File: src/hw/rtl/prsw_pkg.sv
// ----------------------------------------------------------------------------
// prsw_pkg
// Shared types and constants for the planar rectangle span writer.
// ----------------------------------------------------------------------------
package prsw_pkg;

   // parameter defaults
   localparam int DEF_ADDR_BITS  = 16;
   localparam int DEF_COORD_BITS = 10;
   localparam int DEF_MAX_STRIDE = 128;

   // fixed field widths
   localparam int FIELD_COORD_BITS = 10;
   localparam int FIELD_ADDR_BITS  = 16;
   localparam int STRIDE_BITS      = 8;
   localparam int BASE_BITS        = 16;
   localparam int MASK_BITS        = 8;
   localparam int COLOR_BITS       = 4;

   // configuration port
   localparam int CSR_ADDR_BITS = 3;
   localparam int CSR_DATA_BITS = 32;
   localparam logic REG_LINE_STRIDE = 1'b0;
   localparam logic REG_FRAME_BASE  = 1'b1;

   localparam logic [STRIDE_BITS-1:0] RESET_LINE_STRIDE = 8'd80;
   localparam logic [BASE_BITS-1:0]   RESET_FRAME_BASE  = 16'h0000;

   // request kinds
   localparam logic REQ_START = 1'b0;
   localparam logic REQ_STEP  = 1'b1;

   localparam logic [MASK_BITS-1:0]  FULL_MASK    = 8'hff;
   localparam logic [COLOR_BITS-1:0] INVERT_COLOR = 4'hf;

   typedef struct packed {
      logic                        req_type;
      logic [FIELD_COORD_BITS-1:0] x_left;
      logic [FIELD_COORD_BITS-1:0] y_top;
      logic [FIELD_COORD_BITS-1:0] x_right;
      logic [FIELD_COORD_BITS-1:0] y_bottom;
      logic [COLOR_BITS-1:0]       fill_color;
      logic                        invert;
   } req_word_type;

   typedef struct packed {
      logic [FIELD_ADDR_BITS-1:0] byte_address;
      logic [MASK_BITS-1:0]       bit_mask;
      logic [COLOR_BITS-1:0]      plane_color;
      logic                       xor_op;
      logic                       last;
   } rsp_word_type;

endpackage

File: src/hw/rtl/planar_rect_span_writer.sv
// ----------------------------------------------------------------------------
// planar_rect_span_writer
// Byte write generator for filling or inverting a rectangle on a packed
// 1-bit-per-plane framebuffer, one write per step word during a rectangle.
//
//   port group   direction   carries
//   req_*        in          start word (corners, color, invert) or step word
//   rsp_*        out         byte address, bit mask, plane color, xor, last
//   csr_*        in/out      line stride at 0x0, frame base at 0x4
//
// one word per cycle unless rsp_stall holds a full output register: input
// register, setup or walk logic, output register.
// the stride multiply in the start setup sets the path between the registers.
// reset is synchronous and clears the walker and both register valids.
// rsp_stall holds the output word and, once the input register is also
// full, raises req_stall in the same cycle.
// ----------------------------------------------------------------------------
module planar_rect_span_writer
   import prsw_pkg::*;
#(
   parameter int ADDR_BITS  = DEF_ADDR_BITS,
   parameter int COORD_BITS = DEF_COORD_BITS,
   parameter int MAX_STRIDE = DEF_MAX_STRIDE
) (
   input  logic                     clock,
   input  logic                     reset,
   input  logic                     req_valid,
   output logic                     req_stall,
   input  req_word_type             req_data,
   output logic                     rsp_valid,
   input  logic                     rsp_stall,
   output rsp_word_type             rsp_data,
   input  logic                     csr_psel,
   input  logic                     csr_penable,
   input  logic                     csr_pwrite,
   input  logic [CSR_ADDR_BITS-1:0] csr_paddr,
   input  logic [CSR_DATA_BITS-1:0] csr_pwdata,
   output logic [CSR_DATA_BITS-1:0] csr_prdata,
   output logic                     csr_pready
);

   logic                   in_valid_ff, in_valid_in;
   req_word_type           in_data_ff, in_data_in;
   logic                   out_valid_ff, out_valid_in;
   rsp_word_type           out_data_ff, out_data_in;
   logic                   req_take;
   logic                   advance;
   logic                   res_valid;
   rsp_word_type           res_word;
   logic [STRIDE_BITS-1:0] line_stride;
   logic [BASE_BITS-1:0]   frame_base;

   prsw_csr #(
      .MAX_STRIDE (MAX_STRIDE)
   ) u_csr (
      .clock       (clock),
      .reset       (reset),
      .csr_psel    (csr_psel),
      .csr_penable (csr_penable),
      .csr_pwrite  (csr_pwrite),
      .csr_paddr   (csr_paddr),
      .csr_pwdata  (csr_pwdata),
      .csr_prdata  (csr_prdata),
      .csr_pready  (csr_pready),
      .line_stride (line_stride),
      .frame_base  (frame_base)
   );

   prsw_span_walker #(
      .ADDR_BITS  (ADDR_BITS),
      .COORD_BITS (COORD_BITS)
   ) u_walker (
      .clock       (clock),
      .reset       (reset),
      .advance     (advance),
      .req_word    (in_data_ff),
      .line_stride (line_stride),
      .frame_base  (frame_base),
      .res_valid   (res_valid),
      .res_word    (res_word)
   );

   // the held word moves on whenever the output register has room
   assign advance   = in_valid_ff && (!out_valid_ff || !rsp_stall);
   assign req_stall = in_valid_ff && !advance;
   assign req_take  = req_valid && !req_stall;

   always_comb begin
      in_valid_in = in_valid_ff;
      in_data_in  = in_data_ff;
      if (advance) begin
         in_valid_in = 1'b0;
      end
      if (req_take) begin
         in_valid_in = 1'b1;
         in_data_in  = req_data;
      end
   end

   always_comb begin
      out_valid_in = out_valid_ff;
      out_data_in  = out_data_ff;
      if (advance) begin
         out_valid_in = res_valid;
         if (res_valid) begin
            out_data_in = res_word;
         end
      end else if (!rsp_stall) begin
         out_valid_in = 1'b0;
      end
   end

   always_ff @(posedge clock) begin
      if (reset) begin
         in_valid_ff  <= 1'b0;
         out_valid_ff <= 1'b0;
      end else begin
         in_valid_ff  <= in_valid_in;
         out_valid_ff <= out_valid_in;
      end
      in_data_ff  <= in_data_in;
      out_data_ff <= out_data_in;
   end

   assign rsp_valid = out_valid_ff;
   assign rsp_data  = out_data_ff;

   // no result survives reset
   assert property (@(posedge clock) reset |=> !rsp_valid)
      else $error("result valid after reset");

   // input side only stalls behind a full, stalled output register
   assert property (@(posedge clock) disable iff (reset)
      req_stall |-> (in_valid_ff && rsp_valid && rsp_stall))
      else $error("input stalled without output backpressure");

   // a start word never produces a write
   assert property (@(posedge clock) disable iff (reset)
      (advance && (in_data_ff.req_type == REQ_START)) |=> !rsp_valid)
      else $error("start word produced a result");

endmodule

File: src/hw/rtl/prsw_csr.sv
// ----------------------------------------------------------------------------
// prsw_csr
// Configuration registers: line stride (saturated) and frame base address.
// ----------------------------------------------------------------------------
module prsw_csr
   import prsw_pkg::*;
#(
   parameter int MAX_STRIDE = DEF_MAX_STRIDE
) (
   input  logic                     clock,
   input  logic                     reset,
   input  logic                     csr_psel,
   input  logic                     csr_penable,
   input  logic                     csr_pwrite,
   input  logic [CSR_ADDR_BITS-1:0] csr_paddr,
   input  logic [CSR_DATA_BITS-1:0] csr_pwdata,
   output logic [CSR_DATA_BITS-1:0] csr_prdata,
   output logic                     csr_pready,
   output logic [STRIDE_BITS-1:0]   line_stride,
   output logic [BASE_BITS-1:0]     frame_base
);

   localparam int StrideCap = (MAX_STRIDE > 255) ? 255 : MAX_STRIDE;

   logic [STRIDE_BITS-1:0] stride_ff, stride_in;
   logic [BASE_BITS-1:0]   base_ff, base_in;
   logic                   wr_en;
   logic                   reg_sel;
   logic [STRIDE_BITS-1:0] wr_stride;

   assign csr_pready = 1'b1;
   assign wr_en      = csr_psel & csr_penable & csr_pwrite & csr_pready;
   assign reg_sel    = csr_paddr[2];
   assign wr_stride  = csr_pwdata[STRIDE_BITS-1:0];

   always_comb begin
      stride_in = stride_ff;
      base_in   = base_ff;
      if (wr_en) begin
         case (reg_sel)
            REG_LINE_STRIDE: begin
               stride_in = (wr_stride > STRIDE_BITS'(StrideCap)) ?
                           STRIDE_BITS'(StrideCap) : wr_stride;
            end
            REG_FRAME_BASE: begin
               base_in = csr_pwdata[BASE_BITS-1:0];
            end
            default: begin
               stride_in = stride_ff;
            end
         endcase
      end
   end

   always_ff @(posedge clock) begin
      if (reset) begin
         stride_ff <= RESET_LINE_STRIDE;
         base_ff   <= RESET_FRAME_BASE;
      end else begin
         stride_ff <= stride_in;
         base_ff   <= base_in;
      end
   end

   always_comb begin
      case (reg_sel)
         REG_LINE_STRIDE: csr_prdata = CSR_DATA_BITS'(stride_ff);
         REG_FRAME_BASE:  csr_prdata = CSR_DATA_BITS'(base_ff);
         default:         csr_prdata = '0;
      endcase
   end

   assign line_stride = stride_ff;
   assign frame_base  = base_ff;

endmodule

File: src/hw/rtl/prsw_span_walker.sv
// ----------------------------------------------------------------------------
// prsw_span_walker
// Rectangle setup and span walk: splits each row into left, middle and right
// byte parts and emits one byte write per step word while a rectangle is open.
// ----------------------------------------------------------------------------
module prsw_span_walker
   import prsw_pkg::*;
#(
   parameter int ADDR_BITS  = DEF_ADDR_BITS,
   parameter int COORD_BITS = DEF_COORD_BITS
) (
   input  logic                   clock,
   input  logic                   reset,
   input  logic                   advance,
   input  req_word_type           req_word,
   input  logic [STRIDE_BITS-1:0] line_stride,
   input  logic [BASE_BITS-1:0]   frame_base,
   output logic                   res_valid,
   output rsp_word_type           res_word
);

   localparam int MID_BITS  = COORD_BITS - 2;
   localparam int WIDE_BITS = COORD_BITS + 1;
   localparam int PROD_BITS = STRIDE_BITS + COORD_BITS;

   typedef enum logic [1:0] {
      PH_LEFT,
      PH_MIDDLE,
      PH_RIGHT
   } phase_type;

   // state
   logic                  busy_ff, busy_in;
   phase_type             phase_ff, phase_in;
   logic [ADDR_BITS-1:0]  row_addr_ff, row_addr_in;
   logic [ADDR_BITS-1:0]  wr_addr_ff, wr_addr_in;
   logic [COORD_BITS-1:0] rows_rem_ff, rows_rem_in;
   logic [MID_BITS-1:0]   mid_rem_ff, mid_rem_in;
   logic [MID_BITS-1:0]   mid_cnt_ff, mid_cnt_in;
   logic [MASK_BITS-1:0]  left_mask_ff, left_mask_in;
   logic [MASK_BITS-1:0]  right_mask_ff, right_mask_in;
   logic [COLOR_BITS-1:0] color_ff, color_in;
   logic                  invert_ff, invert_in;

   // start decode
   logic [COORD_BITS-1:0] x1, y1, x2, y2;
   logic                  corners_ok;
   logic [WIDE_BITS-1:0]  width;
   logic [2:0]            left_len;
   logic [2:0]            right_len;
   logic                  left_fits;
   logic [WIDE_BITS-1:0]  span_len;
   logic [MID_BITS-1:0]   start_mid;
   logic [2:0]            trim_sh;
   logic [MASK_BITS-1:0]  start_left_mask;
   logic [MASK_BITS-1:0]  start_right_mask;
   logic [PROD_BITS-1:0]  row_offset;
   logic [ADDR_BITS-1:0]  start_addr;
   phase_type             start_phase;

   // step helpers
   logic [ADDR_BITS-1:0]  next_row_addr;
   phase_type             row_first_phase;
   logic                  row_end;
   logic                  final_write;
   logic [MASK_BITS-1:0]  step_mask;

   assign x1 = COORD_BITS'(req_word.x_left);
   assign y1 = COORD_BITS'(req_word.y_top);
   assign x2 = COORD_BITS'(req_word.x_right);
   assign y2 = COORD_BITS'(req_word.y_bottom);

   assign corners_ok = (x1 <= x2) && (y1 <= y2);
   assign width      = WIDE_BITS'(x2) - WIDE_BITS'(x1) + WIDE_BITS'(1);

   // pixels up to the next byte boundary, zero when already aligned
   assign left_len  = 3'd0 - x1[2:0];
   assign left_fits = WIDE_BITS'(left_len) >= width;
   assign right_len = left_fits ? 3'd0 : (x2[2:0] + 3'd1);
   assign span_len  = width - WIDE_BITS'(left_len) - WIDE_BITS'(right_len);
   assign start_mid = left_fits ? '0 : span_len[WIDE_BITS-1:3];

   // narrow rectangle inside one byte: drop pixels right of x_right
   assign trim_sh = left_len - width[2:0];
   always_comb begin
      start_left_mask = ~(FULL_MASK << left_len);
      if (WIDE_BITS'(left_len) > width) begin
         start_left_mask = start_left_mask & (FULL_MASK << trim_sh);
      end
   end
   assign start_right_mask = ~(FULL_MASK >> right_len);

   assign row_offset = line_stride * y1;
   assign start_addr = ADDR_BITS'(frame_base) + ADDR_BITS'(row_offset) +
                       ADDR_BITS'(x1[COORD_BITS-1:3]);

   assign start_phase = (start_left_mask != '0) ? PH_LEFT :
                        (start_mid != '0)       ? PH_MIDDLE : PH_RIGHT;

   assign next_row_addr   = row_addr_ff + ADDR_BITS'(line_stride);
   assign row_first_phase = (left_mask_ff != '0) ? PH_LEFT :
                            (mid_cnt_ff != '0)   ? PH_MIDDLE : PH_RIGHT;
   assign final_write     = row_end && (rows_rem_ff == '0);

   always_comb begin
      busy_in       = busy_ff;
      phase_in      = phase_ff;
      row_addr_in   = row_addr_ff;
      wr_addr_in    = wr_addr_ff;
      rows_rem_in   = rows_rem_ff;
      mid_rem_in    = mid_rem_ff;
      mid_cnt_in    = mid_cnt_ff;
      left_mask_in  = left_mask_ff;
      right_mask_in = right_mask_ff;
      color_in      = color_ff;
      invert_in     = invert_ff;
      row_end       = 1'b0;
      step_mask     = '0;
      res_valid     = 1'b0;

      if (advance) begin
         if (req_word.req_type == REQ_START) begin
            busy_in       = corners_ok;
            phase_in      = start_phase;
            row_addr_in   = start_addr;
            wr_addr_in    = start_addr;
            rows_rem_in   = y2 - y1;
            mid_rem_in    = start_mid;
            mid_cnt_in    = start_mid;
            left_mask_in  = start_left_mask;
            right_mask_in = start_right_mask;
            invert_in     = req_word.invert;
            color_in      = req_word.invert ? INVERT_COLOR : req_word.fill_color;
         end else if (busy_ff) begin
            res_valid = 1'b1;
            case (phase_ff)
               PH_LEFT: begin
                  step_mask  = left_mask_ff;
                  wr_addr_in = wr_addr_ff + 1'b1;
                  if (mid_cnt_ff != '0) begin
                     phase_in   = PH_MIDDLE;
                     mid_rem_in = mid_cnt_ff;
                  end else if (right_mask_ff != '0) begin
                     phase_in = PH_RIGHT;
                  end else begin
                     row_end = 1'b1;
                  end
               end
               PH_MIDDLE: begin
                  step_mask  = FULL_MASK;
                  wr_addr_in = wr_addr_ff + 1'b1;
                  mid_rem_in = mid_rem_ff - 1'b1;
                  if (mid_rem_ff != MID_BITS'(1)) begin
                     phase_in = PH_MIDDLE;
                  end else if (right_mask_ff != '0) begin
                     phase_in = PH_RIGHT;
                  end else begin
                     row_end = 1'b1;
                  end
               end
               PH_RIGHT: begin
                  step_mask = right_mask_ff;
                  row_end   = 1'b1;
               end
               default: begin
                  step_mask = '0;
                  row_end   = 1'b1;
               end
            endcase

            if (row_end) begin
               if (rows_rem_ff == '0) begin
                  busy_in = 1'b0;
               end else begin
                  rows_rem_in = rows_rem_ff - 1'b1;
                  row_addr_in = next_row_addr;
                  wr_addr_in  = next_row_addr;
                  phase_in    = row_first_phase;
                  mid_rem_in  = mid_cnt_ff;
               end
            end
         end
      end
   end

   always_comb begin
      res_word              = '0;
      res_word.byte_address = FIELD_ADDR_BITS'(wr_addr_ff);
      res_word.bit_mask     = step_mask;
      res_word.plane_color  = color_ff;
      res_word.xor_op       = invert_ff;
      res_word.last         = final_write;
   end

   always_ff @(posedge clock) begin
      if (reset) begin
         busy_ff  <= 1'b0;
         phase_ff <= PH_LEFT;
      end else begin
         busy_ff  <= busy_in;
         phase_ff <= phase_in;
      end
      row_addr_ff   <= row_addr_in;
      wr_addr_ff    <= wr_addr_in;
      rows_rem_ff   <= rows_rem_in;
      mid_rem_ff    <= mid_rem_in;
      mid_cnt_ff    <= mid_cnt_in;
      left_mask_ff  <= left_mask_in;
      right_mask_ff <= right_mask_in;
      color_ff      <= color_in;
      invert_ff     <= invert_in;
   end

endmodule
File: config.mk
export PLATFORM = sky130hd
export DESIGN_NAME = planar_rect_span_writer
export DESIGN_NICKNAME = d
export VERILOG_FILES = /design/src/hw/rtl/prsw_pkg.sv /design/src/hw/rtl/planar_rect_span_writer.sv /design/src/hw/rtl/prsw_csr.sv /design/src/hw/rtl/prsw_span_walker.sv
export SDC_FILE = /design/constraint.sdc
export NUM_CORES = 1
export LEC_CHECK = 0
export BUFFER_PORTS_ARGS = -buffer_cell sky130_fd_sc_hd__buf_4
export CELL_PAD_IN_SITES_DETAIL_PLACEMENT = 2
export CELL_PAD_IN_SITES_GLOBAL_PLACEMENT = 2
export CORE_MARGIN = 2
export CORE_UTILIZATION = 38
export DETAILED_ROUTE_END_ITERATION = 12
export PLACE_DENSITY = 0.88
export REMOVE_ABC_BUFFERS = 1
export SLEW_MARGIN = 30
export SYNTH_ARGS = -nofsm -noshare
export SYNTH_HDL_FRONTEND = slang
export SYNTH_SLANG_ARGS = --single-unit
File: constraint.sdc
create_clock -name clock -period 7.6 [get_ports clock]
set_clock_uncertainty 0.1 [all_clocks]
set_input_delay 1.14 -clock clock [delete_from_list [all_inputs] [get_ports clock]]
set_output_delay 1.14 -clock clock [all_outputs]
set_load 0.1 [all_outputs]
### Yosys cells after proc, flatten, opt, wreduce, memory -nomap -nowiden

Cells that the tools add are included.
W data, S select, Z words.

* $lt $le $gt $ge: 5
* bitwise gates (word level): 7
* $mul: 1
* shifts and indexed selects: 3
* add/sub/neg operators: 14
* multiplexer cells: 58
* reduce and logical (&&, ||, !) cells: 26
* eq/ne operators: 7

Operators by type and width (number)
* $mux W16: 9
* $mux W8: 8
* $pmux W32 S2: 1
* $mux W10: 4
* $reduce_bool A8 Y1: 5
* $pmux W8 S3: 1
* $mux W2: 11
* $sub A11 B3 Y11: 2
* $le A10 B10 Y1: 2
* $mux W1: 20
* $add A16 B1 Y16 const B: 1
* $add A16 B16 Y16: 1
* $add A16 B7 Y16: 1
* $add A16 B8 Y16: 1
* $mul A8 B10 Y16: 1
* $not A8 Y8: 2
* $pmux W8 S2: 1
* $shl A8 B3 Y8 const A: 2
* $reduce_and A2 Y1: 6
* $add A11 B1 Y11 const B: 1
* $ge A3 B11 Y1: 1
* $gt A3 B11 Y1: 1
* $sub A10 B10 Y11: 1
* $logic_not A10 Y1: 1
* 26 further kinds: 37

* output and inout bits: 65
* word-level logic and storage cells: 148
* register bits: 184
* input port bits: 88

### Logic depth before layout (Yosys ltp)

* depth in word-level cells: 11
* depth in mapped cells: 26
* mapped depth without buffers: 26

### Cells and area by module

A second synthesis with hierarchy kept.

* cells, all modules: 1305
* area, all modules: 13181.4 sq um

By module, submodules not included
* prsw_span_walker: cells each 1076, seq. area each 2372.3 sq um, instances 1, area each 9615.5 sq um
* planar_rect_span_writer: cells each 88, seq. area each 2322.2 sq um, instances 1, area each 2376.0 sq um
* prsw_csr: cells each 141, seq. area each 480.5 sq um, instances 1, area each 1189.9 sq um

### Worst setup path after synthesis

OpenSTA, ideal clock, no wires.

* path type: register to register
* from: register in_data_ff[16] (netlist bit)
* to: register u_walker.mid_rem_ff[7] (data pin)
* path slack: 2.147 ns
* arrival: 5.099 ns
* setup time: 0.254 ns
* data required time: 7.246 ns
* path buffers: 0
* clock period less this slack: 5.453 ns
* stages on the path, launching flop included: 27
* cells stage by stage: edfxtp_1 -> inv_1 -> ha_1 -> inv_1 -> ha_1 -> inv_1 -> fa_1 -> and2b_1 -> o31a_2 -> a21oi_1 -> or3_1 -> and4bb_2 -> and3_1 -> nand2b_1 -> inv_1 -> ha_1 -> inv_1 -> ha_1 -> nor2b_1 -> o21ai_0 -> a21boi_0 -> nor3_1 -> nand4b_1 -> nor2b_1 -> xor2_1 -> nor2_1 -> a21o_1

* longest elaborated chain between the ends: 7
* elaborated cells between the ends (all ways): 9
* classes of those cells: 5 x add/sub; 1 x order compare; 3 x mux

Ends and longest elaborated chain
* start, declared: RTL line planar_rect_span_writer.sv:43 `req_word_type in_data_ff, in_data_in;`
* start signal, assigned: RTL line planar_rect_span_writer.sv:121 `in_data_ff <= in_data_in;`
* $sub A10 B10 Y11: RTL line prsw_span_walker.sv:74 `assign width = WIDE_BITS'(x2) - WIDE_BITS'(x1) + WIDE_BITS'(1);`
* $add A11 B1 Y11: RTL line prsw_span_walker.sv:74
* $ge A3 B11 Y1: RTL line prsw_span_walker.sv:78 `assign left_fits = WIDE_BITS'(left_len) >= width;`
* $mux W3: RTL line prsw_span_walker.sv:79 `assign right_len = left_fits ? 3'd0 : (x2[2:0] + 3'd1);`
* $sub A11 B3 Y11: RTL line prsw_span_walker.sv:80 `assign span_len = width - WIDE_BITS'(left_len) - WIDE_BITS'(right_len);`
* $mux W8 (*): RTL line prsw_span_walker.sv:81 `assign start_mid = left_fits ? '0 : span_len[WIDE_BITS-1:3];`
* net u_walker.start_mid[7]: RTL line prsw_span_walker.sv:53 `logic [MID_BITS-1:0] start_mid;`
* $mux W8 (*): RTL line prsw_span_walker.sv:122 `if (req_word.req_type == REQ_START) begin`
* end signal, assigned: RTL line prsw_span_walker.sv:206 `mid_rem_ff <= mid_rem_in;`
* end, declared: RTL line prsw_span_walker.sv:38 `logic [MID_BITS-1:0] mid_rem_ff, mid_rem_in;`

The timed path passes the listed nets; every way through them passes the cells marked *.
A chain may end at the register's enable or synchronous reset.

### Worst setup path after layout

* from: register in_data_ff[16] (netlist bit)
* to: register u_walker.phase_ff[1]

* longest elaborated chain between the ends: 10
* elaborated cells between the ends (all ways): 18
* classes of those cells: 6 x add/sub; 2 x order compare; 1 x shift; 6 x mux; 1 x bitwise; 2 x reduce/logical

Ends and longest elaborated chain
* $sub A10 B10 Y11: RTL line prsw_span_walker.sv:74
* $add A11 B1 Y11: RTL line prsw_span_walker.sv:74
* $ge A3 B11 Y1: RTL line prsw_span_walker.sv:78
* $mux W3: RTL line prsw_span_walker.sv:79
* $sub A11 B3 Y11: RTL line prsw_span_walker.sv:80
* $mux W8: RTL line prsw_span_walker.sv:81
* $reduce_bool A8 Y1: RTL line prsw_span_walker.sv:98 `(start_mid != '0) ? PH_MIDDLE : PH_RIGHT;`
* $mux W2: RTL line prsw_span_walker.sv:98
* $mux W2 (*): RTL line prsw_span_walker.sv:97 `assign start_phase = (start_left_mask != '0) ? PH_LEFT :`
* $mux W2 (*): RTL line prsw_span_walker.sv:122
* end signal, assigned: RTL line prsw_span_walker.sv:201 `phase_ff <= phase_in;`
* end, declared: RTL line prsw_span_walker.sv:34 `phase_type phase_ff, phase_in;`

Mark *: on every way between the ends. The rest lies on a longest branch, timed or not.

==> impl_metrics.csv <==
group,metric,value,unit
outcome,status,"finished clean",
timing,hold_viol,0,
drt,drtIter0Drc,491,
grt,grt_max_degree,56,
drt,totalWireLength,41.8,mm
clock_network,cts_buffer_depth,2,
grt,overflow,0,
pwr,ir_worst_vdd,0.139,mV
placement,gp_congestion,0.801,
layout,fin_nets,1654,
clock_network,cts-resized-gates,0,
grt,grt_pass1_vias,11700,
timing,rsz0062_at_grt,"no",
drt,firstDrtPassIters,5,
placement,io_buffers,117,
layout,areaGrowthSynthToFinish,14.0,%
floorplanning,start_util,38.2,%
timing,relSlewSlack,35.2,%
floorplanning,num_io_pins,153,
synthesis,yosysWarningCount,0,
clock_network,hold_buffers,0,
timing,finalSetupTns,0,ps
setup_path,crit_type,"reg2reg",
setup_path,critical-path-max-stage-delay,540,ps
layout,antennaDiodeCount,0,
placement,placed_cell_area,14400,µm²
clock_network,cts_tree,"done",
grt,grtUsageTotal,24.1,%
pwr,leakagePower,6.34,nW
floorplanning,die_w,190,µm
synthesis,synth_flop_cell,"edfxtp_1",
setup_path,worst_ep_arrival_time,7190,ps
worst_hold_path,hp-class,"reg2reg",
layout,final_common_cell,"edfxtp_1",
floorplanning,die-area,36000,µm²
placement,dp_hpwl,30.9,mm
setup_path,crit_top_cell,"inv_1",
pwr,p_per_area,196,nW/µm²
layout,final_cell_mix,"153 x edfxtp_1, 140 x nand2_1, 130 x inv_1, 122 x buf_4, 108 x ha_1",
drt,vias_per_cell,5.45,
layout,final_util,43.6,%
clock_network,cts_sinks,182,
floorplanning,rows,68,
setup_path,end_kind,"flip-flop",
grt,grt_first_pass_wirelength,66.6,mm
clock_network,post_cts_buffers,0,
drt,vias,10100,
clock_network,clkLatencyLatePin,460,ps
synthesis,syn_avg_cell_area,10.1,µm²
floorplanning,core_area,34300,µm²
flow_run,drv_cap,0,
layout,drive_above_1_share,13.5,%
timing,period_needed,6930,ps
synthesis,async_reset_ff_share,0,%
synthesis,syn_area,13100,µm²
synthesis,synth_enable_flop_cells,153,
timing,setup_viol,0,
clock_network,root_buffer,"clkbuf_16",
setup_path,slowest_stage,"nor3_1",
timing,worst_slew_pin_slew,968,ps
synthesis,synth_seq_area_share,39.5,%
clock_network,cts.htree.levels,4,
synthesis,netlist_instances,1296,
layout,design_area,15000,µm²
timing,min_period_over_period,91.2,%
clock_network,cts_made_buffers,17,
synthesis,synth_seq_cells,182,
drt,ant_nets,0,
drt,routedWlPerCell,22.5,µm
floorplanning,die_h,190,µm
clock_network,cts.clk_slew.worst_paths,70,ps
timing,finalMaxSlewViolations,0,
setup_path,worst_setup_path_start_kind,"flip-flop",
synthesis,synth_cell_types,77,
grt,antenna_found_initial,0,
setup_path,required,7860,ps
setup_path,critPathMaxFanout,13,
timing,fmax,0.144,GHz
drt,drc,0,
==> layout make-up <==
class                           instances  area [µm²]
Clock buffer                           20         447
Clock inverter                         12         140
Fill cell                            3604       19300
Inverter                              132         495
Multi-Input combinational cell        932        7210
Sequential cell                       182        5170
Tap cell                              455         569
Timing Repair Buffer                  122         916
==> critical path: cells and delay by family, from the launching register on <==
family	cells	cell delay (ps)
buf+inv	5	420
fa+ha+maj	5	1470
flops	1	450
compound gates	7	1410
xor+xnor	1	260
simple gates	8	2740
==> synthesized netlist by cell type (3+ instances only) <==
cell type / number / area [µm²]
o211ai_1: 8 / 60.1
o31ai_1: 12 / 90.1
o21bai_1: 5 / 37.5
mux2i_1: 3 / 30.0
and2_1: 44 / 275
nand2_1: 140 / 526
a2111oi_0: 3 / 26.3
inv_1: 131 / 492
xor2_1: 30 / 263
and4_1: 3 / 26.3
and3_1: 10 / 62.6
nor3_1: 19 / 95.1
fa_1: 71 / 1420
ha_1: 108 / 1350
or2_2: 8 / 50.1
nor3b_1: 11 / 82.6
or4_1: 3 / 22.5
buf_2: 3 / 15.0
a31oi_1: 10 / 62.6
o21a_1: 9 / 67.6
nand4b_1: 3 / 26.3
nand2b_1: 10 / 62.6
a21boi_1: 4 / 30.0
a21o_1: 16 / 120
a221oi_1: 6 / 52.6
edfxtp_1: 153 / 4590
nand3_1: 13 / 65.1
a21oi_1: 69 / 345
buf_4: 17 / 128
o21ai_1: 6 / 30.0
or3_1: 9 / 56.3
mux2_2: 12 / 135
dfxtp_1: 29 / 581
a221o_1: 3 / 30.0
nor2_1: 102 / 383
a211o_1: 5 / 43.8
nand4_1: 9 / 56.3
clkbuf_1: 43 / 161
nor4_1: 8 / 50.1
xnor2_1: 41 / 359
o21ai_0: 45 / 225
nor2b_1: 14 / 87.6
==> final timing paths <==
check                                     startpoint              endpoint  slack, ps  cells past startpoint
worst max-delay path                  in_data_ff[16]  u_walker.phase_ff[1]        670                     26
worst min register to register  u_walker.color_ff[2]           rsp_data[4]        330                      0
worst max register to register        in_data_ff[16]  u_walker.phase_ff[1]        670                     26
worst min-delay path            u_walker.color_ff[2]           rsp_data[4]        330                      0
==> cells by family (layout without fill, tap and decap cells) <==
family	after synthesis	in the layout	share of synthesized area (%)
XOR/XNOR	72	72	4.87
adder cells (fa/ha/maj)	179	179	21.1
flip-flops	182	182	39.5
buffers and inverters	197	286	6.15
AO/OA/AOI/OAI	232	232	11.6
multiplexers	15	15	1.26
other	2	17	0.0573
AND/OR/NAND/NOR	417	417	15.5
==> flip-flops by register name, summed over array words and instances (netlist names) <==
signal,cells
u_walker.invert_ff,1
in_data_ff,46
in_valid_ff,1
u_walker.wr_addr_ff,16
u_csr.line_stride,8
u_csr.frame_base,16
rsp_valid,1
u_walker.mid_rem_ff,8
u_walker.busy_ff,1
u_walker.left_mask_ff,7
rsp_data,30
u_walker.mid_cnt_ff,8
u_walker.row_addr_ff,16
u_walker.phase_ff,2
u_walker.color_ff,4
u_walker.right_mask_ff,7
u_walker.rows_rem_ff,10
==> routing by layer <==
metal  share of wire (%)  wire length (µm)  track usage [%]
met1                  42             17700             29.6
met2                  50             21100             42.7
met3                 3.9              1620             3.67
met4                 3.2              1340             9.57
met5                   0                 0                0
==> where the power goes <==
group | switching (mW) | leakage [nW] | internal [mW]
clock | 0.434 | 0.283 | 0.499
sequential | 0.0462 | 1.65 | 1.15
combinational | 0.498 | 4.41 | 0.299
total | 0.978 | 6.34 | 1.94
==> stage by stage <==
stage / setup slack, ps / hold slack [ps] / total power, mW / std cells
floorplan: 1940 / 300 / 1.75 / 1246
global placement: 1260 / 303 / 1.93 / 1823
detailed placement: 805 / 312 / 1.99 / 1823
CTS: 659 / 328 / 2.94 / 1855
global route: 7.02 / 333 / 3.07 / 1855
finish: 668 / 326 / 2.92 / 1855
(Power assumes the default switching activity.)
